## config.mk

```make
export PLATFORM = sky130hd
export DESIGN_NAME = master_stack_tiler
export DESIGN_NICKNAME = d
export VERILOG_FILES = /design/src/rtl/mst_pkg.sv /design/src/rtl/mst_div.sv /design/src/rtl/mst_dp.sv /design/src/rtl/mst_ctrl.sv /design/src/rtl/master_stack_tiler.sv
export SDC_FILE = /design/constraint.sdc
export NUM_CORES = 2
export LEC_CHECK = 0
export ABC_AREA = 1
export BUFFER_PORTS_ARGS = -buffer_cell sky130_fd_sc_hd__buf_4
export CORE_ASPECT_RATIO = 1.2
export CORE_MARGIN = 2
export CORE_UTILIZATION = 60
export CTS_BUF_LIST = sky130_fd_sc_hd__clkbuf_16
export DETAILED_ROUTE_END_ITERATION = 6
export PLACE_DENSITY = 0.77
export SLEW_MARGIN = 15
export SYNTH_ARGS = -nofsm -noshare
export SYNTH_HDL_FRONTEND = slang
export SYNTH_SLANG_ARGS = --single-unit
```

## constraint.sdc

```tcl
create_clock -name clock -period 13.15 [get_ports clock]
set_clock_uncertainty 0.2 [all_clocks]
set_input_delay 1.315 -clock clock [delete_from_list [all_inputs] [get_ports clock]]
set_output_delay 1.315 -clock clock [all_outputs]
set_load 0.05 [all_outputs]
```

## src/rtl/mst_pkg.sv

```systemverilog
// Shared types, constants and command/status structs for the master-stack tiler.
package mst_pkg;

   // Request and geometry limits
   localparam int MAX_WINDOWS     = 64;
   localparam int RATIO_FRAC_BITS = 16;

   localparam int COUNT_W = 7;
   localparam int MC_W    = 8;
   localparam int INDEX_W = 6;
   localparam int COORD_W = 16;
   localparam int AREA_W  = 14;
   localparam int POS_W   = 15;
   localparam int GAP_W   = 10;
   localparam int RATIO_W = 16;
   localparam int CSR_IDX_W  = 3;
   localparam int CSR_DATA_W = 16;

   // Divider: dividend is ah - (n - 1) * gap, divisor is a row count
   localparam int DIVIDEND_W = 18;
   localparam int MAG_W      = 17;
   localparam int DIVISOR_W  = 7;

   // Register reset values
   localparam logic [AREA_W-1:0]  AREA_WIDTH_RST  = 14'd1920;
   localparam logic [AREA_W-1:0]  AREA_HEIGHT_RST = 14'd1080;
   localparam logic [RATIO_W-1:0] RATIO_RST       = 16'd32768;

   typedef enum logic [CSR_IDX_W-1:0] {
      CSR_AREA_X      = 3'd0,
      CSR_AREA_Y      = 3'd1,
      CSR_AREA_WIDTH  = 3'd2,
      CSR_AREA_HEIGHT = 3'd3,
      CSR_INNER_GAP   = 3'd4,
      CSR_OUTER_GAP   = 3'd5,
      CSR_SPLIT_RATIO = 3'd6
   } csr_index_type;

   typedef struct packed {
      logic [COUNT_W-1:0]     window_count;
      logic signed [MC_W-1:0] lead_count;
   } req_item_type;

   typedef struct packed {
      logic [INDEX_W-1:0]        window_index;
      logic signed [COORD_W-1:0] pos_x;
      logic signed [COORD_W-1:0] pos_y;
      logic signed [COORD_W-1:0] rect_width;
      logic signed [COORD_W-1:0] rect_height;
      logic                      last;
   } rsp_item_type;

   typedef enum logic [3:0] {
      ST_IDLE,
      ST_CHECK,
      ST_MULT,
      ST_DIVM_GO,
      ST_DIVM_WAIT,
      ST_SETUP_M,
      ST_EMIT_M,
      ST_DIVS_GO,
      ST_DIVS_WAIT,
      ST_SETUP_S,
      ST_EMIT_S
   } state_type;

   // Controller to datapath
   typedef struct packed {
      logic load;
      logic mult;
      logic div_m;
      logic div_s;
      logic setup_m;
      logic setup_s;
      logic emit;
   } cmd_type;

   // Datapath to controller
   typedef struct packed {
      logic empty;
      logic has_stack;
      logic div_done;
      logic row_last;
   } status_type;

endpackage

```

## src/rtl/mst_div.sv

```systemverilog
// Restoring divider: signed dividend by positive row count, one quotient bit per cycle.
module mst_div
   import mst_pkg::*;
(
   input  logic                         clock,
   input  logic                         reset,
   input  logic                         start,
   input  logic signed [DIVIDEND_W-1:0] dividend,
   input  logic [DIVISOR_W-1:0]         divisor,
   output logic                         done,
   output logic signed [DIVIDEND_W-1:0] quotient
);

   localparam int CNT_W = $clog2(MAG_W);
   localparam logic [CNT_W-1:0] LAST_STEP = CNT_W'(MAG_W - 1);

   logic                  run_ff, run_in;
   logic                  done_ff, done_in;
   logic                  neg_ff, neg_in;
   logic [CNT_W-1:0]      step_ff, step_in;
   logic [MAG_W-1:0]      q_ff, q_in;
   logic [DIVISOR_W-1:0]  rem_ff, rem_in;
   logic [DIVISOR_W-1:0]  den_ff, den_in;
   logic [DIVIDEND_W-1:0] abs_dividend;
   logic [DIVISOR_W:0]    shifted;
   logic [DIVISOR_W:0]    diff;
   logic                  fits;

   // Load the operands on start, else one restoring step while running
   always_comb begin
      abs_dividend = dividend[DIVIDEND_W-1] ? -dividend : dividend;
      shifted = {rem_ff, q_ff[MAG_W-1]};
      diff    = shifted - {1'b0, den_ff};
      fits    = shifted >= {1'b0, den_ff};

      run_in  = run_ff;
      done_in = 1'b0;
      neg_in  = neg_ff;
      step_in = step_ff;
      q_in    = q_ff;
      rem_in  = rem_ff;
      den_in  = den_ff;
      if (start) begin
         run_in  = 1'b1;
         neg_in  = dividend[DIVIDEND_W-1];
         step_in = '0;
         q_in    = abs_dividend[MAG_W-1:0];
         rem_in  = '0;
         den_in  = divisor;
      end else if (run_ff) begin
         q_in    = {q_ff[MAG_W-2:0], fits};
         rem_in  = fits ? diff[DIVISOR_W-1:0] : shifted[DIVISOR_W-1:0];
         step_in = step_ff + 1'b1;
         if (step_ff == LAST_STEP) begin
            run_in  = 1'b0;
            done_in = 1'b1;
         end
      end
   end

   // Hold control state
   always_ff @(posedge clock) begin
      if (reset) begin
         run_ff  <= 1'b0;
         done_ff <= 1'b0;
      end else begin
         run_ff  <= run_in;
         done_ff <= done_in;
      end
   end

   // Hold working values
   always_ff @(posedge clock) begin
      neg_ff  <= neg_in;
      step_ff <= step_in;
      q_ff    <= q_in;
      rem_ff  <= rem_in;
      den_ff  <= den_in;
   end

   // Truncate toward zero: apply the dividend's sign to the magnitude
   assign done     = done_ff;
   assign quotient = neg_ff ? -$signed({1'b0, q_ff}) : $signed({1'b0, q_ff});

   // A new division never starts over a running one
   a_no_restart: assert property (@(posedge clock) disable iff (reset)
      start |-> !run_ff)
      else $error("divider restarted while running");

endmodule

```

## src/rtl/mst_dp.sv

```systemverilog
// Datapath: configuration registers, geometry arithmetic, row divider and rectangle stepping.
module mst_dp
   import mst_pkg::*;
(
   input  logic                  clock,
   input  logic                  reset,
   input  logic                  csr_we,
   input  logic [CSR_IDX_W-1:0]  csr_index,
   input  logic [CSR_DATA_W-1:0] csr_wdata,
   input  req_item_type          req_item,
   input  cmd_type               cmd,
   output status_type            status,
   output rsp_item_type          rsp_item
);

   localparam int PROD_W = AREA_W + RATIO_W;

   // Configuration registers
   logic signed [POS_W-1:0] area_x_ff, area_y_ff;
   logic [AREA_W-1:0]       area_width_ff, area_height_ff;
   logic [GAP_W-1:0]        inner_gap_ff, outer_gap_ff;
   logic [RATIO_W-1:0]      ratio_ff;

   // Request and geometry registers
   logic [COUNT_W-1:0]        cnt_ff, cnt_in;
   logic [COUNT_W-1:0]        mc_ff, mc_in;
   logic signed [COORD_W-1:0] ax_ff, ay_ff, aw_ff, ah_ff;
   logic signed [COORD_W-1:0] ax_in, ay_in, aw_in, ah_in;
   logic [COORD_W-1:0]        mw_raw_ff, gap_m_ff, gap_s_ff;
   logic signed [COORD_W-1:0] mw_ff, sw_ff, mw_in, sw_in;

   // Emit registers
   logic [INDEX_W-1:0]        idx_ff;
   logic [COUNT_W-1:0]        rows_ff;
   logic signed [COORD_W-1:0] x_ff, y_ff, w_ff, h_ff, step_ff;

   logic [COUNT_W-1:0]           stack;
   logic [PROD_W-1:0]            prod;
   logic [COUNT_W+GAP_W-1:0]     gap_m_full, gap_s_full;
   logic [COORD_W-1:0]           half_gap;
   logic                         div_start;
   logic signed [DIVIDEND_W-1:0] dividend, quotient;
   logic [DIVISOR_W-1:0]         divisor;
   logic                         div_done;
   logic signed [COORD_W-1:0]    quo16;
   logic [COUNT_W-1:0]           idx_ext;

   // Write configuration
   always_ff @(posedge clock) begin
      if (reset) begin
         area_x_ff      <= '0;
         area_y_ff      <= '0;
         area_width_ff  <= AREA_WIDTH_RST;
         area_height_ff <= AREA_HEIGHT_RST;
         inner_gap_ff   <= '0;
         outer_gap_ff   <= '0;
         ratio_ff       <= RATIO_RST;
      end else if (csr_we) begin
         case (csr_index_type'(csr_index))
            CSR_AREA_X:       area_x_ff      <= csr_wdata[POS_W-1:0];
            CSR_AREA_Y:       area_y_ff      <= csr_wdata[POS_W-1:0];
            CSR_AREA_WIDTH:   area_width_ff  <= csr_wdata[AREA_W-1:0];
            CSR_AREA_HEIGHT:  area_height_ff <= csr_wdata[AREA_W-1:0];
            CSR_INNER_GAP:    inner_gap_ff   <= csr_wdata[GAP_W-1:0];
            CSR_OUTER_GAP:    outer_gap_ff   <= csr_wdata[GAP_W-1:0];
            CSR_SPLIT_RATIO:  ratio_ff       <= csr_wdata[RATIO_W-1:0];
            default: ;
         endcase
      end
   end

   // Saturate count, clamp master count, shrink area by the outer gap
   always_comb begin
      cnt_in = (req_item.window_count > COUNT_W'(MAX_WINDOWS)) ?
               COUNT_W'(MAX_WINDOWS) : req_item.window_count;
      if (req_item.lead_count < 8'sd1)
         mc_in = COUNT_W'(1);
      else if (req_item.lead_count > $signed({1'b0, cnt_in}))
         mc_in = cnt_in;
      else
         mc_in = req_item.lead_count[COUNT_W-1:0];
      ax_in = COORD_W'(area_x_ff) + $signed({6'b0, outer_gap_ff});
      ay_in = COORD_W'(area_y_ff) + $signed({6'b0, outer_gap_ff});
      aw_in = $signed({2'b0, area_width_ff}) - $signed({5'b0, outer_gap_ff, 1'b0});
      ah_in = $signed({2'b0, area_height_ff}) - $signed({5'b0, outer_gap_ff, 1'b0});
   end

   assign stack    = cnt_ff - mc_ff;
   assign half_gap = {7'b0, inner_gap_ff[GAP_W-1:1]};

   // Master width product and row gap totals
   assign prod       = aw_ff[AREA_W-1:0] * ratio_ff;
   assign gap_m_full = (mc_ff - 1'b1) * inner_gap_ff;
   assign gap_s_full = (stack - 1'b1) * inner_gap_ff;

   // Column widths; with a stack each column gives up half the inner gap at the split
   always_comb begin
      if (stack != '0) begin
         mw_in = $signed(mw_raw_ff - half_gap);
         sw_in = aw_ff - $signed(mw_raw_ff) - $signed(half_gap);
      end else begin
         mw_in = aw_ff;
         sw_in = '0;
      end
   end

   // Feed the row divider
   assign div_start = cmd.div_m | cmd.div_s;
   assign divisor   = cmd.div_s ? stack : mc_ff;
   assign dividend  = $signed({2'b0, ah_ff}) -
                      $signed({2'b0, cmd.div_s ? gap_s_ff : gap_m_ff});

   mst_div u_div (
      .clock    (clock),
      .reset    (reset),
      .start    (div_start),
      .dividend (dividend),
      .divisor  (divisor),
      .done     (div_done),
      .quotient (quotient)
   );

   assign quo16 = quotient[COORD_W-1:0];

   // Latch request and geometry
   always_ff @(posedge clock) begin
      if (cmd.load) begin
         cnt_ff <= cnt_in;
         mc_ff  <= mc_in;
         ax_ff  <= ax_in;
         ay_ff  <= ay_in;
         aw_ff  <= aw_in;
         ah_ff  <= ah_in;
      end
      if (cmd.mult) begin
         mw_raw_ff <= COORD_W'(prod[PROD_W-1:RATIO_FRAC_BITS]);
         gap_m_ff  <= gap_m_full[COORD_W-1:0];
         gap_s_ff  <= gap_s_full[COORD_W-1:0];
      end
      if (cmd.div_m) begin
         mw_ff <= mw_in;
         sw_ff <= sw_in;
      end
   end

   // Set up a column, then advance one row per emitted item
   always_ff @(posedge clock) begin
      if (cmd.load)
         idx_ff <= '0;
      else if (cmd.emit)
         idx_ff <= idx_ff + 1'b1;

      if (cmd.setup_m || cmd.setup_s) begin
         h_ff    <= quo16;
         step_ff <= quo16 + $signed({6'b0, inner_gap_ff});
         y_ff    <= ay_ff;
      end else if (cmd.emit) begin
         y_ff <= y_ff + step_ff;
      end

      if (cmd.setup_m) begin
         x_ff    <= ax_ff;
         w_ff    <= mw_ff;
         rows_ff <= mc_ff;
      end else if (cmd.setup_s) begin
         x_ff    <= ax_ff + mw_ff + $signed({6'b0, inner_gap_ff});
         w_ff    <= sw_ff;
         rows_ff <= stack;
      end else if (cmd.emit) begin
         rows_ff <= rows_ff - 1'b1;
      end
   end

   assign idx_ext = {1'b0, idx_ff};

   // Status to the controller
   always_comb begin
      status.empty     = (cnt_ff == '0) || aw_ff[COORD_W-1] || (aw_ff == '0) ||
                         ah_ff[COORD_W-1] || (ah_ff == '0);
      status.has_stack = stack != '0;
      status.div_done  = div_done;
      status.row_last  = rows_ff == COUNT_W'(1);
   end

   // Result item
   always_comb begin
      rsp_item.window_index = idx_ff;
      rsp_item.pos_x        = x_ff;
      rsp_item.pos_y        = y_ff;
      rsp_item.rect_width   = w_ff;
      rsp_item.rect_height  = h_ff;
      rsp_item.last         = idx_ext == (cnt_ff - 1'b1);
   end

   // Every emitted row comes from a column with rows left
   a_rows_left: assert property (@(posedge clock) disable iff (reset)
      cmd.emit |-> rows_ff != '0)
      else $error("row emitted past end of column");

endmodule

```

## src/rtl/mst_ctrl.sv

```systemverilog
// Controller: load, empty check, multiply, master divide/emit, then stack if any.
module mst_ctrl
   import mst_pkg::*;
(
   input  logic       clock,
   input  logic       reset,
   input  logic       start,
   input  status_type status,
   output cmd_type    cmd,
   output logic       busy,
   output logic       rsp_strobe
);

   state_type state_ff, state_in;

   // State register
   always_ff @(posedge clock) begin
      if (reset)
         state_ff <= ST_IDLE;
      else
         state_ff <= state_in;
   end

   // Next state and commands
   always_comb begin
      state_in = state_ff;
      cmd      = '0;
      case (state_ff)
         ST_IDLE: begin
            if (start) begin
               cmd.load = 1'b1;
               state_in = ST_CHECK;
            end
         end
         ST_CHECK: begin
            state_in = status.empty ? ST_IDLE : ST_MULT;
         end
         ST_MULT: begin
            cmd.mult = 1'b1;
            state_in = ST_DIVM_GO;
         end
         ST_DIVM_GO: begin
            cmd.div_m = 1'b1;
            state_in  = ST_DIVM_WAIT;
         end
         ST_DIVM_WAIT: begin
            if (status.div_done)
               state_in = ST_SETUP_M;
         end
         ST_SETUP_M: begin
            cmd.setup_m = 1'b1;
            state_in    = ST_EMIT_M;
         end
         ST_EMIT_M: begin
            cmd.emit = 1'b1;
            if (status.row_last)
               state_in = status.has_stack ? ST_DIVS_GO : ST_IDLE;
         end
         ST_DIVS_GO: begin
            cmd.div_s = 1'b1;
            state_in  = ST_DIVS_WAIT;
         end
         ST_DIVS_WAIT: begin
            if (status.div_done)
               state_in = ST_SETUP_S;
         end
         ST_SETUP_S: begin
            cmd.setup_s = 1'b1;
            state_in    = ST_EMIT_S;
         end
         ST_EMIT_S: begin
            cmd.emit = 1'b1;
            if (status.row_last)
               state_in = ST_IDLE;
         end
         default: state_in = ST_IDLE;
      endcase
   end

   assign busy       = state_ff != ST_IDLE;
   assign rsp_strobe = cmd.emit;

   // An accepted item always goes to the empty check next
   a_accept_check: assert property (@(posedge clock) disable iff (reset)
      (state_ff == ST_IDLE && start) |=> state_ff == ST_CHECK)
      else $error("accepted item did not reach the empty check");

   // The stack run ends the item
   a_stack_end: assert property (@(posedge clock) disable iff (reset)
      (state_ff == ST_EMIT_S && status.row_last) |=> state_ff == ST_IDLE)
      else $error("stack run did not end the item");

endmodule

```

## src/rtl/master_stack_tiler.sv

```systemverilog
// Top level: master-stack tiler, one rectangle per window, up to 64 per request.
// Rectangles follow the master row division, one per cycle for the master column,
// then the stack column's rectangles after its own row division. Each division runs
// through the serial 17-step row divider; a request is taken only while idle.
// Requests with no windows or an empty area give no rectangles.
// Reset (synchronous): idle, CSRs at their defaults; results cannot be stalled.
module master_stack_tiler
   import mst_pkg::*;
(
   input  logic                  clock,
   input  logic                  reset,
   input  logic                  start,
   output logic                  busy,
   input  req_item_type          req_item,
   output logic                  rsp_strobe,
   output rsp_item_type          rsp_item,
   input  logic                  csr_we,
   input  logic [CSR_IDX_W-1:0]  csr_index,
   input  logic [CSR_DATA_W-1:0] csr_wdata
);

   cmd_type    cmd;
   status_type status;

   mst_ctrl u_ctrl (
      .clock      (clock),
      .reset      (reset),
      .start      (start),
      .status     (status),
      .cmd        (cmd),
      .busy       (busy),
      .rsp_strobe (rsp_strobe)
   );

   mst_dp u_dp (
      .clock     (clock),
      .reset     (reset),
      .csr_we    (csr_we),
      .csr_index (csr_index),
      .csr_wdata (csr_wdata),
      .req_item  (req_item),
      .cmd       (cmd),
      .status    (status),
      .rsp_item  (rsp_item)
   );

endmodule

```

==> summary.md <==
| Metric | Value |
|---|---|
| Status | completed |
| Register area share after synthesis | 29.2% |
| Worst setup margin | 5830 ps |
| Syn Inst Count | 4198 |
| CTS tree | yes |
| Worst skew pair latency | 590 ps |
| Top Ports | 111 |
| Count of different cell masters after synthesis | 65 |
| Post-synthesis xor/xnor area fraction | 4.75% |
| Minimum clock period | 7320 ps |
| Synth warn | 0 |
| Reg-to-Reg Start | u_dp.mc_ff[0] |
| Leakage | 18.7 nW |
| Pins Over Slew Limit | 0 |
| Post-DP HPWL | 70.7 mm |
| CTS sink count | 383 |
| Relative slew slack | 18.2% |
| Primary FF master, synth | edfxtp_1 |
| Num rows | 97 |
| Critical Path AT | 7450 ps |
| Adder-cell share of the synthesized area | 29.7% |
| Grt total ovfl | 0 |
| Power density cells | 97.4 mW/mm^2 |
| Commonest non-fill, non-tap cells in the layout | nand2_1, inv_1, fa_1, ha_1, nor2_1 |
| Worst path most repeated cell | inv_1 |
| Number of inserted diodes | 0 |
| CTS resizes | 0 |
| Int Pwr | 2.43 mW |
| Slowest stage delay, CP | 620 ps |
| Die width | 226 um |
| Post-DP Area | 0.0369 sq mm |
| H-tree depth | 2 |
| Largest net degree at the start of global routing | 96 |
| Clock Tree Root | clkbuf_16 |
| Design area | 0.0383 sq mm |
| CP Class | flop to flop |
| Combinational share of power | 28.9% |
| Complex-gate fraction of the synthesized area | 8.34% |
| Setup TNS | 0 ps |
| Least-Margin Pin Slew | 1220 ps |
| Number of synthesized register bits | 383 |
| Max Fclk | 0.137 GHz |
| Post-synthesis simple-gate area fraction | 18.0% |
| Mean post-synth cell area | 8.43 sq um |
| DRT Wirelength | 89.5 mm |
| Psw | 1.30 mW |
| Register share of total power | 39.2% |
| Final hold viol count | 0 |
| RSZ-0062 raised after global routing | false |
| First-pass GRT wire length | 144 mm |
| Mux cell area share after synthesis | 0.424% |
| Final period util | 55.6% |
| IO Port Bufs | 110 |
| # Post-CTS Setup Buffers | 0 |
| Detail Route Antenna Nets | 0 |
| CP startpoint kind | flop |
| Ratio of cells with drive above 1 in the final layout | 6.59% |
| Most common cell after layout, fill and taps aside | nand2_1 |
| GPL Wtd Cong | 0.930 |
| Asr flop ratio synth | 0% |
| Clock buffer depth | 3 |
| Fillers | 4825 |
| Vias | 28054 |
| Sw Ratio | 34.8% |
| CTS Buf Count | 41 |
| Buf+Inv Stages, Crit Path | 10 |
| Nets | 4944 |
| Main combinational cell family by area after synthesis | adder cells |
| CP delay by family, top | adder cells |
| Clock share of power | 31.9% |
| Vias in the first global route | 27951 |
| Post-synth net total | 4881 |
| Cell area after synthesis | 0.0354 sq mm |
| Setup-failing EPs final | 0 |
| Layout area overhead | 8.30% |
| Hold_sp | u_dp.area_width_ff[0] |
| Starting Density | 60.6% |
| Slowest-stage cell, CP | edfxtp_1 |
| Area of the core | 0.0584 sq mm |
| Vias per std cell | 5.52 |
| CP Data Required Time | 13290 ps |
| Number of synthesized flops with an enable pin | 265 |
| Initial antenna violation count | 1 |
| Tot Pwr | 3.73 mW |
| Crit Path Max Fanout | 11 |
| Hold-fix buffers, CTS | 0 |
| Die area | 0.0609 sq mm |
| Drt pass-1 iters | 5 |
| Initial DRC Count | 2071 |
| CTS clk-pin slew, worst paths | 60 ps |
| Critical Path Source | u_dp.mc_ff[0] |
| Chip height | 270 um |
| # DRC | 0 |
| WL/cell | 17.6 um |
| Hold WC Path Type | flop to flop |
| Post-Place Setup Slack | 5880 ps |
| Max cap viols | 0 |
| Crit path capture type | flop |
| Worst VDD drop | 0.0884 mV |
| All-Layer GR Usage | 30.2% |
| Final core utilization | 65.6% |
sequential cells by signal, summed over array words and instances, names as in the netlist, 16 cells and up:
signal and flops:
u_dp.ax_ff 16, u_dp.ay_ff 16, u_dp.gap_m_ff 16, u_dp.gap_s_ff 16
u_dp.h_ff 16, u_dp.ratio_ff 16, u_dp.step_ff 16, u_dp.sw_ff 16
u_dp.u_div.q_ff 17, u_dp.w_ff 16, u_dp.x_ff 16, u_dp.y_ff 16
kinds of logic (layout without fill, tap and decap cells):
group | after synthesis | after routing
AOI/OAI and AO/OA | 541 | 541
buffers and inverters | 896 | 992
and+or+nand+nor | 1530 | 1530
xor gates and xnor gates | 188 | 188
muxes | 15 | 15
adders and majority gates | 645 | 645
DFF | 383 | 383
through the flow:
stage | hold WS (ps) | instances
after floorplan | 203 | 4198
after global placement | 208 | 5009
final | 238 | 5086
after CTS | 235 | 5085
after global routing | 259 | 5086
after detailed placement | 223 | 5009
synthesized netlist by cell type (all sizes together), types with 16 or more instances:
master,number,area [sq um]
buf,23,119
or2,18,113
fa,324,6490
o21ai,238,1190
inv,786,2950
clkbuf,84,315
nor2,335,1290
nand3,132,718
ha,321,4020
xor2,128,1150
nor3,37,210
a21oi,217,1090
nand2,945,3610
a31oi,16,100
dfxtp,118,2360
xnor2,60,533
edfxtp,265,7960
nand4,31,194
layer usage:
| layer | track usage [%] | vias to the layer above | wire length, um |
|---|---|---|---|
| met5 | 0 | - | 12 |
| met4 | 11.7 | 2 | 3710 |
| met3 | 4.82 | 237 | 6750 |
| met2 | 51.4 | 1017 | 42900 |
| met1 | 38.6 | 13367 | 36100 |
| li1 | - | 13431 | - |
cell type report:
cell class | count | area, sq um | share of cell area [%]
Timing Repair Buffer | 127 | 973 | 2.54
Sequential cell | 383 | 10300 | 26.9
Inverter | 789 | 2960 | 7.73
Tap cell | 792 | 991 | 2.59
Clock buffer | 41 | 1030 | 2.68
Clock inverter | 35 | 348 | 0.908
Multi-Input combinational cell | 2919 | 21700 | 56.6
worst paths after layout:
path	endpoint	slack (ps)	cells past startpoint
min	u_dp.aw_ff[0]	240	0
max reg2reg	u_dp.gap_s_ff[14]	5830	33
max	u_dp.gap_s_ff[14]	5830	33
min reg2reg	u_dp.aw_ff[0]	240	0
power groups by stage:
stage                     Sequential, mW  Combinational [mW]  Clock, mW
after global routing                1.47                1.23       1.24
final                               1.46                1.08       1.19
after floorplan                     1.43               0.826          0
after detailed placement            1.49                1.06          0
after global placement              1.49                1.04          0
after CTS                           1.46                1.07       1.20
(Power assumes the default switching activity.)
